$ cat config.mk
export PLATFORM = sky130hd
export DESIGN_NAME = eased_value_tween
export DESIGN_NICKNAME = d
export VERILOG_FILES = /design/src/rtl/evt_pkg.sv /design/src/rtl/eased_value_tween.sv
export VERILOG_INCLUDE_DIRS = /design/src /design/src/rtl
export SDC_FILE = /design/constraint.sdc
export NUM_CORES = 1
export LEC_CHECK = 0
export BUFFER_PORTS_ARGS = -buffer_cell sky130_fd_sc_hd__buf_2
export CORE_MARGIN = 8
export CORE_UTILIZATION = 55
export DETAILED_ROUTE_END_ITERATION = 6
export GPL_TIMING_DRIVEN = 1
export PLACE_DENSITY = 0.75
export REMOVE_ABC_BUFFERS = 1
export SLEW_MARGIN = 20
export SYNTH_ARGS = -nofsm -noshare
export SYNTH_HDL_FRONTEND = slang
export SYNTH_SLANG_ARGS = --single-unit
$ cat constraint.sdc
create_clock -name clk -period 4.9 [get_ports clk]
set_clock_uncertainty 0.15 [all_clocks]
set_input_delay 0.49 -clock clk [delete_from_list [all_inputs] [get_ports clk]]
set_output_delay 0.49 -clock clk [all_outputs]
set_load 0.01 [all_outputs]
$ cat src/rtl/eased_value_tween_macros.svh
// Assertion macros for the eased value tween block.
`ifndef EASED_VALUE_TWEEN_MACROS_SVH
`define EASED_VALUE_TWEEN_MACROS_SVH

// Same-cycle implication, disabled while reset is asserted.
`define EVT_ASSERT_NOW(lbl, clk, rst_n, ante, cons) \
  lbl: assert property (@(posedge clk) disable iff (!rst_n) (ante) |-> (cons)) \
    else $error("evt assertion failed");

// Next-cycle implication, disabled while reset is asserted.
`define EVT_ASSERT_NEXT(lbl, clk, rst_n, ante, cons) \
  lbl: assert property (@(posedge clk) disable iff (!rst_n) (ante) |=> (cons)) \
    else $error("evt assertion failed");

`endif

$ cat src/rtl/evt_pkg.sv
// Shared constants and types for the eased value tween block.
`timescale 1ns / 1ps

package evt_pkg;

  localparam int VAL_W  = 16;          // value and tick counter width
  localparam int MLR_W  = 17;          // serial multiplier operand (bit per cycle)
  localparam int MCD_W  = 18;          // parallel multiplicand
  localparam int ACC_W  = MLR_W + MCD_W;
  localparam int FRAC_W = 16;          // Q0.16 / Q2.16 fraction bits
  localparam int CNT_W  = 5;           // step counter, up to MLR_W steps

  localparam logic [2:0] OP_TICK     = 3'd0;
  localparam logic [2:0] OP_SET      = 3'd1;
  localparam logic [2:0] OP_RETARGET = 3'd2;
  localparam logic [2:0] OP_RESTART  = 3'd3;
  localparam logic [2:0] OP_SOFT     = 3'd4;

  localparam logic [2:0] CRV_LINEAR    = 3'd0;
  localparam logic [2:0] CRV_IN_QUAD   = 3'd1;
  localparam logic [2:0] CRV_OUT_QUAD  = 3'd2;
  localparam logic [2:0] CRV_IO_QUAD   = 3'd3;
  localparam logic [2:0] CRV_IN_CUBIC  = 3'd4;
  localparam logic [2:0] CRV_OUT_CUBIC = 3'd5;
  localparam logic [2:0] CRV_IO_CUBIC  = 3'd6;
  localparam logic [2:0] CRV_SMOOTH    = 3'd7;

  // multiply phases
  localparam logic [1:0] PH_FIRST  = 2'd0;
  localparam logic [1:0] PH_SECOND = 2'd1;
  localparam logic [1:0] PH_VALUE  = 2'd2;

  typedef logic [VAL_W-1:0] val_t;
  typedef logic [MLR_W-1:0] prog_t;
  typedef logic [MCD_W-1:0] mcd_t;

endpackage

$ cat src/rtl/eased_value_tween.sv
// Eased value tween: command-driven animated 16-bit value generator.
//
// Input channel in_*: one request per command. in_tuser carries the opcode
// (tick, set hard, retarget, hard restart, soft restart); in_tdata carries
// new_value and duration. Output channel out_*: exactly one result per
// request, the present value and the running flag after the command.
// cfg_* writes the easing curve select; write it only while the block is idle.
//
// Set commands, unknown opcodes and ticks that do not interpolate answer
// straight from the idle state. An interpolating tick runs a bit-serial
// divide for t, one prep step, then 1 to 3 bit-serial multiplies of 17
// multiplier bits plus a step state each: one for linear, two for quad
// curves, three for cubic curves and smoothstep. One request is
// in flight at a time; in_tready is high only while the sequencer is idle
// and the result register is free or being drained.
// A stalled receiver holds the result in the output register; no new request
// is taken until it drains. Reset clears the curve select, the start, end and
// present values and counters; the block is left idle with no result pending.
`timescale 1ns / 1ps
`include "eased_value_tween_macros.svh"

module eased_value_tween import evt_pkg::*; (
  input  logic        clk,
  input  logic        rst_n,
  input  logic        in_tvalid,
  output logic        in_tready,
  input  logic [31:0] in_tdata,   // [15:0] new_value, [31:16] duration
  input  logic [2:0]  in_tuser,   // [2:0] opcode
  output logic        out_tvalid,
  input  logic        out_tready,
  output logic [23:0] out_tdata,  // [15:0] current_value, [16] running, [23:17] zero
  input  logic        cfg_valid,
  output logic        cfg_ready,
  input  logic [7:0]  cfg_data    // [2:0] curve_select, [7:3] unused
);

  localparam logic [2:0] S_IDLE = 3'd0;
  localparam logic [2:0] S_DIV  = 3'd1;
  localparam logic [2:0] S_PREP = 3'd2;
  localparam logic [2:0] S_MUL  = 3'd3;
  localparam logic [2:0] S_NEXT = 3'd4;

  localparam logic [CNT_W-1:0] DIV_LAST = CNT_W'(VAL_W - 1);
  localparam logic [CNT_W-1:0] MUL_LAST = CNT_W'(MLR_W - 1);

  // Q3.16 constants
  localparam logic [18:0] Q1 = 19'h10000;
  localparam logic [18:0] Q2 = 19'h20000;
  localparam logic [18:0] Q3 = 19'h30000;
  localparam logic [18:0] Q4 = 19'h40000;

  logic [2:0]       stage_r, stage_nxt;
  logic [CNT_W-1:0] cnt_r, cnt_nxt;
  logic [1:0]       ph_r, ph_nxt;
  logic [2:0]       curve_r, curve_nxt;
  val_t             start_r, start_nxt;
  val_t             end_r, end_nxt;
  val_t             pres_r, pres_nxt;
  val_t             tc_r, tc_nxt;
  val_t             tl_r, tl_nxt;
  logic             busy_r, busy_nxt;
  val_t             rem_r, rem_nxt;
  val_t             quo_r, quo_nxt;
  prog_t            mlr_r, mlr_nxt;
  mcd_t             mcd_r, mcd_nxt;
  logic [ACC_W-1:0] acc_r, acc_nxt;
  val_t             mag_r, mag_nxt;
  logic             neg_r, neg_nxt;
  logic             out_valid_r, out_valid_nxt;
  val_t             out_val_r, out_val_nxt;
  logic             out_run_r, out_run_nxt;

  logic             in_acc;
  logic [2:0]       op;
  val_t             nv;
  val_t             dur;

  assign op        = in_tuser;
  assign nv        = in_tdata[15:0];
  assign dur       = in_tdata[31:16];
  assign in_tready = (stage_r == S_IDLE) && (!out_valid_r || out_tready);
  assign in_acc    = in_tvalid && in_tready;
  assign cfg_ready = 1'b1;

  assign out_tvalid = out_valid_r;
  assign out_tdata  = {7'd0, out_run_r, out_val_r};

  always_comb begin
    logic [VAL_W:0]   r2;
    logic [VAL_W:0]   rdiff;
    logic             ge;
    logic [MCD_W:0]   sum;
    logic             t_lo;
    prog_t            t17;
    prog_t            v1;
    prog_t            v2;
    logic [18:0]      q;
    prog_t            p;
    logic [VAL_W:0]   diff;
    val_t             m;
    logic             res_wr;
    logic             go_final;
    logic [2:0]       sel;

    stage_nxt     = stage_r;
    cnt_nxt       = cnt_r;
    ph_nxt        = ph_r;
    curve_nxt     = curve_r;
    start_nxt     = start_r;
    end_nxt       = end_r;
    pres_nxt      = pres_r;
    tc_nxt        = tc_r;
    tl_nxt        = tl_r;
    busy_nxt      = busy_r;
    rem_nxt       = rem_r;
    quo_nxt       = quo_r;
    mlr_nxt       = mlr_r;
    mcd_nxt       = mcd_r;
    acc_nxt       = acc_r;
    mag_nxt       = mag_r;
    neg_nxt       = neg_r;
    out_valid_nxt = out_valid_r && !out_tready;
    out_val_nxt   = out_val_r;
    out_run_nxt   = out_run_r;
    res_wr        = 1'b0;
    go_final      = 1'b0;
    p             = '0;
    sel           = curve_r;

    // curve operands derived from t
    t_lo = !quo_r[VAL_W-1];
    t17  = {1'b0, quo_r};
    v1   = MLR_W'(Q1 - {3'd0, quo_r});
    v2   = MLR_W'(Q2 - {2'd0, quo_r, 1'b0});
    q    = acc_r[ACC_W-1:FRAC_W];

    r2    = {rem_r, 1'b0};
    rdiff = r2 - {1'b0, tl_r};
    ge    = (r2 >= {1'b0, tl_r});
    sum   = {1'b0, acc_r[ACC_W-1:MLR_W]} + (mlr_r[0] ? {1'b0, mcd_r} : '0);
    diff  = {end_r[VAL_W-1], end_r} - {start_r[VAL_W-1], start_r};
    m     = acc_r[FRAC_W+VAL_W-1:FRAC_W];

    if (cfg_valid && cfg_ready) begin
      curve_nxt = cfg_data[2:0];
    end

    case (stage_r)
      S_IDLE: begin
        if (in_acc) begin
          res_wr = 1'b1;
          case (op)
            OP_TICK: begin
              if (busy_r && (tc_r < tl_r)) begin
                res_wr    = 1'b0;
                stage_nxt = S_DIV;
                rem_nxt   = tc_r;
                quo_nxt   = '0;
                cnt_nxt   = '0;
              end else if (busy_r) begin
                pres_nxt = end_r;
                busy_nxt = 1'b0;
              end
            end
            OP_SET: begin
              pres_nxt  = nv;
              start_nxt = nv;
              end_nxt   = nv;
              tc_nxt    = '0;
              busy_nxt  = 1'b0;
            end
            OP_RETARGET: begin
              end_nxt = nv;
              tl_nxt  = dur;
              tc_nxt  = '0;
              if (!busy_r) begin
                start_nxt = pres_r;
                busy_nxt  = 1'b1;
              end
            end
            OP_RESTART: begin
              start_nxt = pres_r;
              end_nxt   = nv;
              tl_nxt    = dur;
              tc_nxt    = '0;
              busy_nxt  = 1'b1;
            end
            OP_SOFT: begin
              tl_nxt    = (tl_r > tc_r) ? (tl_r - tc_r) : '0;
              start_nxt = pres_r;
              end_nxt   = nv;
              tc_nxt    = '0;
              busy_nxt  = 1'b1;
            end
            default: ;
          endcase
        end
      end

      // restoring divide: t = (tc << 16) / tl, one quotient bit per cycle
      S_DIV: begin
        rem_nxt = ge ? rdiff[VAL_W-1:0] : r2[VAL_W-1:0];
        quo_nxt = {quo_r[VAL_W-2:0], ge};
        cnt_nxt = cnt_r + 1'b1;
        if (cnt_r == DIV_LAST) begin
          stage_nxt = S_PREP;
        end
      end

      S_PREP: begin
        neg_nxt   = diff[VAL_W];
        mag_nxt   = diff[VAL_W] ? VAL_W'(-diff) : diff[VAL_W-1:0];
        acc_nxt   = '0;
        cnt_nxt   = '0;
        stage_nxt = S_MUL;
        ph_nxt    = PH_FIRST;
        mlr_nxt   = t17;
        mcd_nxt   = {1'b0, t17};
        case (sel)
          CRV_LINEAR: begin
            ph_nxt  = PH_VALUE;
            mcd_nxt = {2'd0, diff[VAL_W] ? VAL_W'(-diff) : diff[VAL_W-1:0]};
          end
          CRV_OUT_QUAD: mcd_nxt = MCD_W'(Q2 - {3'd0, quo_r});
          CRV_IO_QUAD: begin
            mcd_nxt = t_lo ? {1'b0, quo_r, 1'b0} : MCD_W'(Q4 - {2'd0, quo_r, 1'b0});
          end
          CRV_OUT_CUBIC: begin
            mlr_nxt = v1;
            mcd_nxt = {1'b0, v1};
          end
          CRV_IO_CUBIC: begin
            if (!t_lo) begin
              mlr_nxt = v2;
              mcd_nxt = {1'b0, v2};
            end
          end
          default: ;
        endcase
      end

      // shift-add multiply, one multiplier bit per cycle
      S_MUL: begin
        acc_nxt = {sum, acc_r[MLR_W-1:1]};
        mlr_nxt = mlr_r >> 1;
        cnt_nxt = cnt_r + 1'b1;
        if (cnt_r == MUL_LAST) begin
          stage_nxt = S_NEXT;
        end
      end

      S_NEXT: begin
        acc_nxt = '0;
        cnt_nxt = '0;
        case (ph_r)
          PH_FIRST: begin
            case (sel)
              CRV_IN_QUAD, CRV_OUT_QUAD: begin
                p        = q[MLR_W-1:0];
                go_final = 1'b1;
              end
              CRV_IO_QUAD: begin
                p        = t_lo ? q[MLR_W-1:0] : MLR_W'(q - Q1);
                go_final = 1'b1;
              end
              default: begin
                // cubic curves and smoothstep take a second product
                stage_nxt = S_MUL;
                ph_nxt    = PH_SECOND;
                mlr_nxt   = q[MLR_W-1:0];
                mcd_nxt   = {1'b0, t17};
                if (sel == CRV_OUT_CUBIC) begin
                  mcd_nxt = {1'b0, v1};
                end else if (sel == CRV_IO_CUBIC && !t_lo) begin
                  mcd_nxt = {1'b0, v2};
                end else if (sel == CRV_SMOOTH) begin
                  mcd_nxt = MCD_W'(Q3 - {2'd0, quo_r, 1'b0});
                end
              end
            endcase
          end
          PH_SECOND: begin
            go_final = 1'b1;
            case (sel)
              CRV_OUT_CUBIC: p = MLR_W'(Q1 - q);
              CRV_IO_CUBIC: begin
                p = t_lo ? {q[MLR_W-3:0], 2'b00} : MLR_W'(Q1 - (q >> 1));
              end
              default: p = q[MLR_W-1:0];
            endcase
          end
          default: begin
            pres_nxt  = start_r + (neg_r ? VAL_W'(-m) : m);
            tc_nxt    = tc_r + 1'b1;
            res_wr    = 1'b1;
            stage_nxt = S_IDLE;
          end
        endcase
        if (go_final) begin
          stage_nxt = S_MUL;
          ph_nxt    = PH_VALUE;
          mlr_nxt   = p;
          mcd_nxt   = {2'd0, mag_r};
        end
      end

      default: stage_nxt = S_IDLE;
    endcase

    if (res_wr) begin
      out_valid_nxt = 1'b1;
      out_val_nxt   = pres_nxt;
      out_run_nxt   = busy_nxt;
    end
  end

  always_ff @(posedge clk) begin
    if (!rst_n) begin
      stage_r     <= S_IDLE;
      cnt_r       <= '0;
      ph_r        <= PH_FIRST;
      curve_r     <= CRV_LINEAR;
      start_r     <= '0;
      end_r       <= '0;
      pres_r      <= '0;
      tc_r        <= '0;
      tl_r        <= '0;
      busy_r      <= 1'b0;
      out_valid_r <= 1'b0;
    end else begin
      stage_r     <= stage_nxt;
      cnt_r       <= cnt_nxt;
      ph_r        <= ph_nxt;
      curve_r     <= curve_nxt;
      start_r     <= start_nxt;
      end_r       <= end_nxt;
      pres_r      <= pres_nxt;
      tc_r        <= tc_nxt;
      tl_r        <= tl_nxt;
      busy_r      <= busy_nxt;
      out_valid_r <= out_valid_nxt;
    end
  end

  always_ff @(posedge clk) begin
    rem_r     <= rem_nxt;
    quo_r     <= quo_nxt;
    mlr_r     <= mlr_nxt;
    mcd_r     <= mcd_nxt;
    acc_r     <= acc_nxt;
    mag_r     <= mag_nxt;
    neg_r     <= neg_nxt;
    out_val_r <= out_val_nxt;
    out_run_r <= out_run_nxt;
  end

  // non-tick requests always answer on the next cycle
  `EVT_ASSERT_NEXT(a_set_answers, clk, rst_n, in_tvalid && in_tready && in_tuser != OP_TICK, out_tvalid)
  // interpolation only runs on a live animation with ticks left
  `EVT_ASSERT_NOW(a_div_busy, clk, rst_n, stage_r == S_DIV, busy_r && (tc_r < tl_r))
  // multiplier step counter stays within the operand width
  `EVT_ASSERT_NOW(a_mul_cnt, clk, rst_n, stage_r == S_MUL, cnt_r <= MUL_LAST)
  // a compute pass never starts with a result still pending
  `EVT_ASSERT_NOW(a_prep_free, clk, rst_n, stage_r == S_PREP, !out_valid_r)

endmodule

# ---- Word-level counts from Yosys, hierarchy flattened
# Cells that the tools add are included.
dict set report totals {
  reg_bits 231
  latch_bits 0
  ramBits 0
  mem_bits_ro 0
  inputBits 48
  output_inout_bits 27
  memories 0
}
dict set report op_classes {
  add_sub_neg 17
  mul 0
  div_mod_pow 0
  order_cmp 3
  n_eq_ne 29
  n_shift 0
  mux 79
  bitwise_logic 0
  n_reduce_logical 38
}
# cell count
set op_table {}
lappend op_table {{$mux 16} 18}
lappend op_table {{$pmux 16 s2} 6}
lappend op_table {{$mux 18} 8}
lappend op_table {{$pmux 17 s2} 4}
lappend op_table {{$mux 17} 7}
lappend op_table {{$pmux 18 s5} 1}
lappend op_table {{$pmux 35 s2} 1}
lappend op_table {{$pmux 17 s3} 1}
lappend op_table {{$pmux 16 s3} 1}
lappend op_table {{$pmux 18 s2} 1}
lappend op_table {{$sub 17x17->17 const A} 2}
lappend op_table {{$neg 16->16} 2}
lappend op_table {{$sub 16x16->16} 2}
lappend op_table {{$mux 3} 7}
lappend op_table {{$add 18x18->19} 1}
lappend op_table {{$eq 3x2->1 const B} 6}
lappend op_table {{$sub 1x17->18 const A} 1}
lappend op_table {{$sub 18x16->18 const A} 1}
lappend op_table {{$sub 18x17->18 const A} 1}
lappend op_table {{$ge 17x16->1} 1}
lappend op_table {{$sub 1x17->17 const A} 1}
lappend op_table {{$sub 16x16->17} 1}
lappend op_table {{$sub 17x16->17 const A} 1}
lappend op_table {{$sub 17x17->17 const B} 1}
lappend op_table {{other kinds (37)} 90}

# ---- Longest topological paths before layout
# Gate-level depths: netlist of the first run.
dict set report depth {
  depth_word 8
  ltp_mapped 18
  depth_no_buf 17
}

# ---- Worst setup path after synthesis of the first run
# No wires, ideal clock.
dict set report synth_timing {
  path_type {flip-flop to flip-flop}
  startpoint {register tl_r[0]}
  endpoint {register out_run_r, enable pin}
  setup_time_ps 417
  t_arrival_ps 3935
  slack_ps 397
  path_stages_with_launch 13
  n_path_buf 0
  period_less_slack_ps 4503
  cell_sequence {dfxtp_1 inv_1 ha_1 inv_1 fa_1 a21o_1 a21o_1 a221oi_1 o21ai_1 a221oi_1 nor2_1 and3_1 o21ai_0}
}
dict set report synth_between {
  elab_chain_len 6
}
# item line
set synth_lines {}
lappend synth_lines {{from (decl)} eased_value_tween.sv:60} ;# val_t tl_r, tl_nxt;
lappend synth_lines {{from (signal assigned)} eased_value_tween.sv:339} ;# tl_r <= tl_nxt;
lappend synth_lines {{$lt 16x16->1} eased_value_tween.sv:154} ;# if (busy_r && (tc_r < tl_r)) begin
lappend synth_lines {{$logic_and 1x1->1} eased_value_tween.sv:154}
lappend synth_lines {{$mux 1} eased_value_tween.sv:154}
lappend synth_lines {{$mux 1} eased_value_tween.sv:152} ;# case (op)
lappend synth_lines {{$mux 1} eased_value_tween.sv:150} ;# if (in_acc) begin
lappend synth_lines {{$pmux 1 s2} eased_value_tween.sv:148} ;# case (stage_r)
lappend synth_lines {{to (signal assigned)} eased_value_tween.sv:354} ;# out_run_r <= out_run_nxt;
lappend synth_lines {{to (decl)} eased_value_tween.sv:71} ;# logic out_run_r, out_run_nxt;
# Every way passes these cells.
# A chain may end at the register's enable or synchronous reset.

# ---- Final worst setup path of the first run
dict set report layout_timing {
  startpoint {register acc_r[17]}
  endpoint {register pres_r[15]}
}
dict set report layout_between {
  elab_chain_len 5
}
# item line
set layout_lines {}
lappend layout_lines {{from (decl)} eased_value_tween.sv:66} ;# logic [ACC_W-1:0] acc_r, acc_nxt;
lappend layout_lines {{from (signal assigned)} eased_value_tween.sv:350} ;# acc_r <= acc_nxt;
lappend layout_lines {{$neg 16->16} eased_value_tween.sv:293} ;# pres_nxt = start_r + (neg_r ? VAL_W'(-m) : m);
lappend layout_lines {{$mux 16 *} eased_value_tween.sv:293}
lappend layout_lines {{$add 16x16->16 *} eased_value_tween.sv:293}
lappend layout_lines {{$mux 16 *} eased_value_tween.sv:255} ;# case (ph_r)
lappend layout_lines {{$pmux 16 s2 *} eased_value_tween.sv:148}
lappend layout_lines {{via pres_nxt[15]} eased_value_tween.sv:58} ;# val_t pres_r, pres_nxt;
lappend layout_lines {{to (signal assigned)} eased_value_tween.sv:337} ;# pres_r <= pres_nxt;
lappend layout_lines {{to (decl)} eased_value_tween.sv:58}
# Mark *: on every way through the listed nets, which the timed path passes. The rest lies on a longest branch.

==> results of run 1 <==
## cell usage in the layout (no fill, tap or decap), drive strengths merged, types with 40 or more instances in the layout
master,netlist,layout
and2,57,57
inv,84,85
xnor2,87,87
nor3,47,47
xor2,51,51
a21oi,155,155
o21ai,162,162
nor2,159,159
clkbuf,107,40
nor2b,43,43
dfxtp,95,95
nand2,199,199
ha,91,91
edfxtp,120,120
buf,28,112
mux2i,63,63
## cell families (layout without fill, tap and decap cells)
family,after synthesis,count (layout),share of synthesized area (%)
buffers and inverters,219,244,5.22
muxes,67,67,4.04
AOI/OAI and AO/OA,602,602,23.5
DFF,215,215,32.9
other,2,8,0.0449
xor gates and xnor gates,138,138,7.35
and+or+nand+nor,672,672,19.5
adders and majority gates,96,96,7.41
## path summary, 6_finish.rpt
path,startpoint,endpoint,slack [ns],depth (start not counted)
max reg2reg,acc_r[17],pres_r[15],0.34,16
min reg2reg,cnt_r[3],cnt_r[3],0.35,1
min,cfg_data[1],curve_r[1],0.05,3
max,acc_r[17],pres_r[15],0.34,16
## worst max-delay path, stage by stage (launching register included)
cell	delay (ns)
edfxtp_1	0.49
inv_1	0.16
ha_1	0.24
nand2_1	0.15
or3_1	0.38
nand2_1	0.10
xnor2_1	0.14
ha_1	0.28
or4_1	0.55
a21oi_1	0.22
o31ai_1	0.17
a41o_1	0.31
or4_1	0.44
a31oi_1	0.24
xnor2_1	0.10
a21o_1	0.19
and2_1	0.15
## through the flow
| step | total power [mW] | utilization, % |
|---|---|---|
| 2_1_floorplan | 2.88 | - |
| 3_3_place_gp | 3.25 | 57.4 |
| 3_5_place_dp | 3.27 | 57.4 |
| 4_1_cts | 5.21 | 60.2 |
| 5_1_grt | 5.43 | 60.2 |
| 6_report | 5.24 | 60.2 |
## area by class of cell
class / instances / area share [%]
Inverter: 84 / 1.73
Tap cell: 396 / 2.72
Sequential cell: 215 / 30.2
Clock inverter: 8 / 0.624
Multi-Input combinational cell: 1583 / 56.9
Clock buffer: 40 / 4.08
Timing Repair Buffer: 112 / 3.77
## routing by layer
layer	track usage, %	vias up	wire (um)
li1	-	7329	-
met4	12.4	0	2130
met1	35.6	7439	21200
met2	44.3	806	23200
met3	4.22	137	4270
met5	0	-	0
## power by group
part	internal, mW	switching [mW]
clock network	1.15	0.795
logic	0.490	0.778
registers	1.99	0.0396
## registers in the layout, indices dropped and copies added, names as in the netlist, 2 cells and up
register	count
acc_r	19
mcd_r	18
mlr_r	17
end_r	16
mag_r	16
out_val_r	16
pres_r	16
quo_r	16
rem_r	16
start_r	16
tc_r	16
tl_r	16
cnt_r	5
curve_r	3
stage_r	3
ph_r	2
==> metrics.md, run 1 <==
| Metric | Value |
|---|---|
| Status | `completed` |
| Total gr overflow | `0` |
| Sequential cell area | `approximately 5500 um^2` |
| VDD IR max | `0.000301 V` |
| Chip width | `approximately 190 um` |
| Clk root buf | `clkbuf_16` |
| Tot GR Track Use | `27.3%` |
| CTS tree | `done` |
| Vias | `roughly 16k` |
| Cells after Synth | `2,011` |
| Sequential-to-total area share from yosys stat | `32.9%` |
| Area occupied by multi-input gates | `10,400 um^2` |
| Pwr/cell area | `287 nW/um^2` |
| Core area | `30,300 um^2` |
| Largest net degree at the start of global routing | `63` |
| Maximum buffer depth of the clock tree | `3` |
| # DRC | `0` |
| Synthesis Warnings | `0` |
| Yosys top cell by area | `edfxtp_1` |
| Share of cells above drive strength 1 | `8.57%` |
| Crit path capture type | `flip-flop` |
| WL final | `50,800 um` |
| Port Buffers | `61` |
| Clk slew on worst S/H paths | `around 0.060 ns` |
| Cell variety after synth | `81` |
| Period utilisation layout | `93.1%` |
| Endpoints failing setup | `0` |
| Number of global-route vias before repair | `15.1k` |
| Async set or reset register ratio after synthesis | `0%` |
| Peak Freq | `0.219 GHz` |
| Avg WL per Cell | `20.8 um` |
| Die area | `36,200 um^2` |
| Final Hold Violating Endpoints | `0` |
| Setup_tns | `0 ns` |
| Crit Path Class | `flip-flop to flip-flop` |
| Ports | `75` |
| Startpoint Class | `flip-flop` |
| Arrival time worst endpoint | `just under 5 ns` |
| First-pass GRT wire length | `roughly 81,000 um` |
| Crit Path Max Fanout | `6` |
| Post-CTS Setup Bufs | `0` |
| Clock Sinks | `215` |
| Area share of the largest cell type after synthesis | `between 20% and 30%` |
| Cts bufs inserted | `26` |
| Avg Cell Area, Syn | `8.31 um^2` |
| Count leader, synth | `nand2_1` |
| Leak | `7.40 nW` |
| Post-route ant nets | `0` |
| Unrepaired setup endpoints after global routing | `no` |
| Worst setup slack after placement | `around 0.45 ns` |
| Insertion delay to the later sink of the worst-skew pair | `around 0.56 ns` |
| Dominant cells by area after synthesis | `edfxtp_1 22%, dfxtp_1 11%, ha_1 6.8%` |
| Top cells by count, synth | `199 x nand2_1, 159 x nor2_1, 157 x o21ai_0` |
| Drt first-iter violations | `around 1.8k` |
| Req. time, crit path | `5.20 ns` |
| Slew margin rel. | `around 33%` |
| Post-CTS Hold Fix Bufs | `0` |
| Design Area, Final | `approximately 18,000 um^2` |
| Max-Cap Viols | `0` |
| DP HPWL | `36,500 um` |
| Starting Density | `55.2%` |
| Hold slack | `around 0.045 ns` |
| Max-slew violations | `0` |
| Nets@finish | `about 2.2k` |
| Area growth syn-to-layout | `9.13%` |
| Minimum clock period | `roughly 4.6 ns` |
| ANT cells | `0` |
| Fin cells | `between 2k and 2.5k` |
| CTS HTree Levels | `1` |
| Top_reg_cell synth | `edfxtp_1` |
| Hold Crit Class | `primary input to flip-flop` |
| Vias per cell | `6.44` |
| Row count | `64` |
| Resize count post-CTS | `0` |
| Antenna violations before repair | `0` |
| Worst-margin pin slew | `roughly 1 ns` |
| Synthesized area | `16,700 um^2` |
| Die Ht | `190 um` |
| Number of synthesized flops with an enable pin | `120` |
| Worst setup margin | `0.338 ns` |
| Fill cell count | `2,651` |
| Gpl congestion | `between 0.9 and 1` |
| Synthesized flop and latch total | `215` |
| TritonRoute pass-1 iters | `6` |
| Placed insts | `2,390` |
| Post-place instance area | `17,400 um^2` |
(Power assumes the default switching activity.)
==> inputs of run 2 (changes only) <==
--- a/config.mk
+++ b/config.mk
@@ -8,10 +8,10 @@
 export LEC_CHECK = 0
 export BUFFER_PORTS_ARGS = -buffer_cell sky130_fd_sc_hd__buf_2
 export CORE_MARGIN = 8
-export CORE_UTILIZATION = 55
+export CORE_UTILIZATION = 30
 export DETAILED_ROUTE_END_ITERATION = 6
 export GPL_TIMING_DRIVEN = 1
-export PLACE_DENSITY = 0.75
+export PLACE_DENSITY = 0.48
 export REMOVE_ABC_BUFFERS = 1
 export SLEW_MARGIN = 20
 export SYNTH_ARGS = -nofsm -noshare
==> run 2 against run 1 <==
  * Fmax is 0.46% higher
  * Register-to-register slack better by 0.02 ns
  * Count of clock-buffer cells in the layout is 3 lower
  * Worst hold slack better by 0.031 ns
  * Critical path type unchanged
==> metrics.md, run 2 (synthesis results as in run 1) <==
| Metric | Value |
|---|---|
| Status | `completed` |
| Chip width | `252 um (+32%)` |
| Reg2reg path depth | `16 (unchanged)` |
| Largest Register | `acc_r` |
| Clk slew on worst S/H paths | `0.06 ns (about the same)` |
| Number of global-route vias before repair | `14.9k (-1.6%)` |
| Maximum buffer depth of the clock tree | `3 (unchanged)` |
| Vias per cell | `5.46 (-15%)` |
| Ports | `75 (unchanged)` |
| Endpoints failing setup | `0 (unchanged)` |
| Tot GR Track Use | `17.0% (-10 points)` |
| ANT cells | `0 (unchanged)` |
| Max-Cap Viols | `0 (unchanged)` |
| Hold Path Origin | `cfg_data[0]` |
| CTS HTree Levels | `1 (unchanged)` |
| Post-CTS Hold Fix Bufs | `0 (unchanged)` |
| Worst setup margin | `0.359 ns (+0.0209 ns)` |
| Placed insts | `2,743 (+15%)` |
| Port Buffers | `61 (unchanged)` |
| Die Ht | `252 um (+32%)` |
| Fin cells | `2,792 (+15%)` |
| Unrepaired setup endpoints after global routing | `no` |
| FF-to-FF setup slack | `0.36 ns (+0.02 ns)` |
| Slowest cell on crit path | `or4_1` |
| # DRC | `0 (unchanged)` |
| Die area | `63,500 um^2 (+75%)` |
| Hold depth | `3 (unchanged)` |
| Worst setup slack after placement | `0.420 ns (-0.0325 ns)` |
| Clk root buf | `clkbuf_16` |
| Insertion delay to the later sink of the worst-skew pair | `0.56 ns (about the same)` |
| Hold Path End | `curve_r[0]` |
| Design Area, Final | `18,700 um^2 (+2.4%)` |
| Most frequent cells in the layout | `199 x nand2_1, 158 x nor2_1, 156 x o21ai_0` |
| Hold Crit Class | `primary input to flip-flop` |
| Share of cells above drive strength 1 | `8.81% (+0.24 points)` |
| Cells along the critical path | `inv_1, ha_1, nand2_1, or3_1, nand2_1, xnor2_1, ha_1, or4_1, a21oi_1, o31ai_1, a41o_1, or4_1, a31oi_1, xnor2_1, a21o_1, and2_1` |
| Post-place instance area | `17,800 um^2 (+2.6%)` |
| Slew margin rel. | `31.1% (-2.1 points)` |
| Crit path largest cell delay | `0.53 ns (-0.02 ns)` |
| Startpoint Class | `flip-flop` |
| Pwr Total | `5.28 mW (+0.74%)` |
| WL final | `55,400 um (+9.2%)` |
| VDD IR max | `0.000230 V (-24%)` |
| CTS tree | `done` |
| Core area | `55,100 um^2 (+82%)` |
| TritonRoute pass-1 iters | `6 (unchanged)` |
| Row count | `86 (+34%)` |
| Total gr overflow | `0 (unchanged)` |
| FF-to-FF End | `pres_r[15]` |
| Post-CTS Setup Bufs | `0 (unchanged)` |
| Crit Path Max Fanout | `6 (unchanged)` |
| Max-slew violations | `0 (unchanged)` |
| Antenna violations before repair | `1 (+1)` |
| Area growth syn-to-layout | `11.7%` |
| Avg WL per Cell | `19.8 um (-4.7%)` |
| Peak Freq | `0.220 GHz (+0.46%)` |
| DP HPWL | `40,700 um (+11%)` |
| Pwr/cell area | `283 nW/um^2 (-1.6%)` |
| Clock Sinks | `215 (unchanged)` |
| Largest regs | `acc_r (19), mcd_r (18), mlr_r (17)` |
| Drt first-iter violations | `1,373 (-23%)` |
| First-pass GRT wire length | `87,200 um (+7.3%)` |
| Minimum clock period | `4.54 ns (-0.0209 ns)` |
| Crit path capture type | `flip-flop` |
| Largest net degree at the start of global routing | `63 (unchanged)` |
| CP Buf/Inv Count | `1 (unchanged)` |
| Reg2reg start | `acc_r[17]` |
| Starting Density | `30.3% (-25 points)` |
| Setup_tns | `0 ns (unchanged)` |
| Delay-heaviest family, CP | `simple AND/OR/NAND/NOR gates` |
| Gpl congestion | `0.889 (-8.3%)` |
| Req. time, crit path | `5.21 ns (about the same)` |
| Largest register FFs | `19 (unchanged)` |
| Post-route ant nets | `0 (unchanged)` |
| Period utilisation layout | `92.7% (-0.43 points)` |
| Crit Path Class | `flip-flop to flip-flop` |
| Nets@finish | `2,168 (+0.092%)` |
| Commonest non-fill, non-tap cell in the layout | `nand2_1` |
| Cts bufs inserted | `27 (+3.8%)` |
| Resize count post-CTS | `0 (unchanged)` |
| Worst-margin pin slew | `1.03 ns (+0.0291 ns)` |
| Leak | `7.40 nW (about the same)` |
| Vias | `15.2k (-3.0%)` |
| Arrival time worst endpoint | `4.85 ns (about the same)` |
| Final Hold Violating Endpoints | `0 (unchanged)` |
[run 2: changes by cell type in the layout (fill, tap and decap cells not counted), sizes merged]
cell	previous run	this run
clkbuf	40	37
buf	112	113
clkinv	5	9
clkinvlp	0	1
inv	85	84
[run 2: tightest hold or removal path, stage by stage]
cell,delay (ns)
buf_2,0.07
mux2i_1,0.05
nor2b_1,0.10
[run 2: how the worst max path moves through the flow]
| stage | slack, ns | from | cells past startpoint | end |
|---|---|---|---|---|
| after floorplan | 0.40 | tl_r[0] | 12 | out_run_r |
| after global placement | 0.45 | acc_r[17] | 16 | pres_r[15] |
| after detailed placement | 0.42 | quo_r[0] | 11 | mcd_r[14] |
| after CTS | 0.38 | acc_r[17] | 16 | pres_r[15] |
| after global routing | 0.09 | acc_r[18] | 16 | pres_r[15] |
| final | 0.36 | acc_r[17] | 16 | pres_r[15] |
[run 2: through the flow]
stage	utilization (%)	hold slack, ns
4_1_cts	33.9	0.0530
3_3_place_gp	32.4	0.322
2_1_floorplan	-	0.295
5_1_grt	33.9	0.0686
6_report	33.9	0.0768
3_5_place_dp	32.4	0.347
[run 2: routing by layer]
metal | share of wire, % | track usage [%] | routed length (um) | vias up
met5 | 0.036 | 0 | 20 | -
met4 | 2.9 | 5.08 | 1600 | 2
met1 | 45 | 23.0 | 25200 | 7312
met3 | 6.9 | 3.52 | 3850 | 88
met2 | 45 | 27.2 | 24800 | 472
li1 | - | - | - | 7359
[run 2: power breakdown]
group / switching, mW / internal, mW / leakage [nW]
Clock: 0.826 / 1.13 / 0.410
Combinational: 0.804 / 0.488 / 5.08
Sequential: 0.0426 / 1.99 / 1.91
Total: 1.67 / 3.61 / 7.40
[run 2: cell type report]
cell class                      instances  area, um^2
Clock buffer                           37         723
Clock inverter                         12         114
Fill cell                            5861       36400
Inverter                               84         315
Multi-Input combinational cell       1583       10400
Sequential cell                       215        5510
Tap cell                              748         936
Timing Repair Buffer                  113         696
==> inputs of run 3 (changes only) <==
--- a/config.mk
+++ b/config.mk
@@ -7,7 +7,7 @@
 export NUM_CORES = 1
 export LEC_CHECK = 0
 export BUFFER_PORTS_ARGS = -buffer_cell sky130_fd_sc_hd__buf_2
-export CORE_MARGIN = 8
+export CORE_MARGIN = 4
 export CORE_UTILIZATION = 30
 export DETAILED_ROUTE_END_ITERATION = 6
 export GPL_TIMING_DRIVEN = 1
==> run 3 against run 2 <==
  * Critical path depth unchanged
  * Combinational power barely moved
  * Die area is 6.2% lower
  * Total power rose by 1.5%
  * Global-route usage is 1.0 points higher
  * Setup slack improved by 0.021 ns
  * Clock power grew 5%
  * Fmax grew 0.46%
  * Sequential cell count stayed put
  * Worst hold slack got worse by 0.021 ns
  * First-iteration DRC count is 6.8% higher
==> metrics.md, run 3 (synthesis results as in run 1) <==
| Metric | Value |
|---|---|
| Ports | `75 (unchanged)` |
| TritonRoute pass-1 iters | `6 (unchanged)` |
| Crit Path Max Fanout | `6 (unchanged)` |
| Post-route ant nets | `0 (unchanged)` |
| ANT cells | `0 (unchanged)` |
| Area growth syn-to-layout | `12.2%` |
| Resize count post-CTS | `0 (unchanged)` |
| First-pass GRT wire length | `86,700 um (-0.57%)` |
| Clk root buf | `clkbuf_16` |
| Max-slew violations | `0 (unchanged)` |
| Crit path largest cell delay | `0.53 ns (about the same)` |
| Arrival time worst endpoint | `4.82 ns (-0.03 ns)` |
| Largest Register | `acc_r` |
| # DRC | `0 (unchanged)` |
| CTS HTree Levels | `1 (unchanged)` |
| Worst setup margin | `0.380 ns (+0.0207 ns)` |
| Hold Crit Class | `primary input to flip-flop` |
| Total gr overflow | `0 (unchanged)` |
| Cts bufs inserted | `27 (unchanged)` |
| Leak | `7.44 nW (+0.52%)` |
| Die Ht | `244 um (-3.2%)` |
| VDD IR max | `0.000236 V (+2.6%)` |
| Unrepaired setup endpoints after global routing | `no` |
| Largest net degree at the start of global routing | `64 (+1.6%)` |
| Most frequent cells in the layout | `199 x nand2_1, 158 x nor2_1, 156 x o21ai_0` |
| Commonest non-fill, non-tap cell in the layout | `nand2_1` |
| Vias | `15.2k (-0.013%)` |
| Status | `completed` |
| Max-Cap Viols | `0 (unchanged)` |
| Largest register FFs | `19 (unchanged)` |
| Chip width | `244 um (-3.2%)` |
| Avg WL per Cell | `19.7 um (-0.56%)` |
| FF-to-FF setup slack | `0.38 ns (+0.02 ns)` |
| Slew margin rel. | `32.3% (+1.1 points)` |
| Core area | `55,100 um^2 (unchanged)` |
| WL final | `55,200 um (-0.42%)` |
| DP HPWL | `40,500 um (-0.32%)` |
| Slowest cell on crit path | `or4_1` |
| Worst-margin pin slew | `1.01 ns (-0.0170 ns)` |
| Drt first-iter violations | `1,466 (+6.8%)` |
| Delay-heaviest family, CP | `simple AND/OR/NAND/NOR gates` |
| Antenna violations before repair | `0 (-1)` |
| Pwr/cell area | `286 nW/um^2 (+1.1%)` |
| Post-CTS Setup Bufs | `0 (unchanged)` |
| Row count | `86 (unchanged)` |
| Die area | `59,500 um^2 (-6.2%)` |
| CP Buf/Inv Count | `1 (unchanged)` |
| Endpoints failing setup | `0 (unchanged)` |
| Gpl congestion | `0.906 (+1.9%)` |
| Nets@finish | `2,171 (+0.14%)` |
| Worst setup slack after placement | `0.447 ns (+0.0272 ns)` |
| Share of cells above drive strength 1 | `8.84% (+0.032 points)` |
| Port Buffers | `61 (unchanged)` |
| CTS tree | `done` |
| Starting Density | `30.3% (unchanged)` |
| Minimum clock period | `4.52 ns (-0.0207 ns)` |
| Req. time, crit path | `5.20 ns (about the same)` |
| Setup_tns | `0 ns (unchanged)` |
| Vias per cell | `5.45 (-0.16%)` |
| Insertion delay to the later sink of the worst-skew pair | `0.56 ns (about the same)` |
| Period utilisation layout | `92.2% (-0.42 points)` |
| Post-CTS Hold Fix Bufs | `0 (unchanged)` |
| Startpoint Class | `flip-flop` |
| Maximum buffer depth of the clock tree | `3 (unchanged)` |
| Peak Freq | `0.221 GHz (+0.46%)` |
| Crit Path Class | `flip-flop to flip-flop` |
| Clk slew on worst S/H paths | `0.06 ns (about the same)` |
| Tot GR Track Use | `18.0% (+1.0 points)` |
| Fill cell count | `5,830 (-0.53%)` |
| Cells along the critical path | `inv_1, ha_1, nand2_1, or3_1, nand2_1, xnor2_1, ha_1, or4_1, a21oi_1, o31ai_1, a41o_1, or4_1, a31oi_1, xnor2_1, a21o_1, and2_1` |
| Number of global-route vias before repair | `14.8k (-0.32%)` |
| Final Hold Violating Endpoints | `0 (unchanged)` |
| Crit path capture type | `flip-flop` |
| Clock Sinks | `215 (unchanged)` |
| Largest regs | `acc_r (19), mcd_r (18), mlr_r (17)` |
-- run 3: cell count changes in the layout (fill, tap and decap cells not counted) --
cell / previous run / this run
buf_4: 52 / 55
bufinv_16: 2 / 3
clkbuf_8: 1 / 2
clkinv_2: 6 / 1
clkinvlp_4: 1 / 0
clkbuf_16: 27 / 28
o21ai_1: 3 / 4
clkinv_4: 1 / 2
inv_6: 0 / 1
clkbuf_1: 9 / 12
clkinv_1: 2 / 1
o21ai_2: 3 / 2
-- run 3: area by class of cell --
type / count / area, um^2 / share of cell area, %
multi-input combinational: 1583 / 10400 / 55.3
sequential: 215 / 5510 / 29.4
tap: 748 / 936 / 4.99
clock buffer: 42 / 773 / 4.12
timing repair buffer: 116 / 718 / 3.83
inverter: 84 / 315 / 1.68
clock inverter: 8 / 125 / 0.667
-- run 3: path summary, 6_finish.rpt --
kind                      from         end  cells after the start
setup reg to reg     acc_r[17]  pres_r[15]                     16
hold / removal    in_tdata[29]    tl_r[13]                      3
setup / recovery     acc_r[17]  pres_r[15]                     16
hold reg to reg       cnt_r[3]    cnt_r[3]                      1
-- run 3: power by group --
group / internal, mW / leakage, nW / switching (mW)
sequential: 1.99 / 1.91 / 0.0417
clock: 1.24 / 0.434 / 0.803
combinational: 0.488 / 5.10 / 0.797
-- run 3: routing by layer --
layer | global-route usage (%) | share of wire, % | vias up
met5 | 0 | 0 | -
met2 | 29.5 | 45 | 463
met3 | 2.37 | 5.4 | 80
met4 | 4.84 | 2.7 | 0
met1 | 25.1 | 47 | 7321
li1 | - | - | 7367
-- run 3: worst reg2reg max path, stage by stage (launching register included) --
cell and delay (ns):
edfxtp_1 0.48, inv_1 0.16, ha_1 0.25, nand2_1 0.16, or3_1 0.39, nand2_1 0.10, xnor2_1 0.16, ha_1 0.29
or4_1 0.53, a21oi_1 0.20, o31ai_1 0.18, a41o_1 0.31, or4_1 0.42, a31oi_1 0.23, xnor2_1 0.09, a21o_1 0.19
and2_1 0.15
-- run 3: per-stage QoR --
stage               cell area [um^2]  std cells  total power [mW]  util [%]  hold WS (ns)
global placement               17800       2746              3.33      32.4         0.322
detailed placement             17800       2746              3.34      32.4         0.325
finish                         18700       2796              5.36      34.0        0.0553
CTS                            18700       2796              5.42      34.0        0.0265
floorplan                      16200       1882              2.88         -         0.295
global route                   18700       2796              5.63      34.0        0.0371
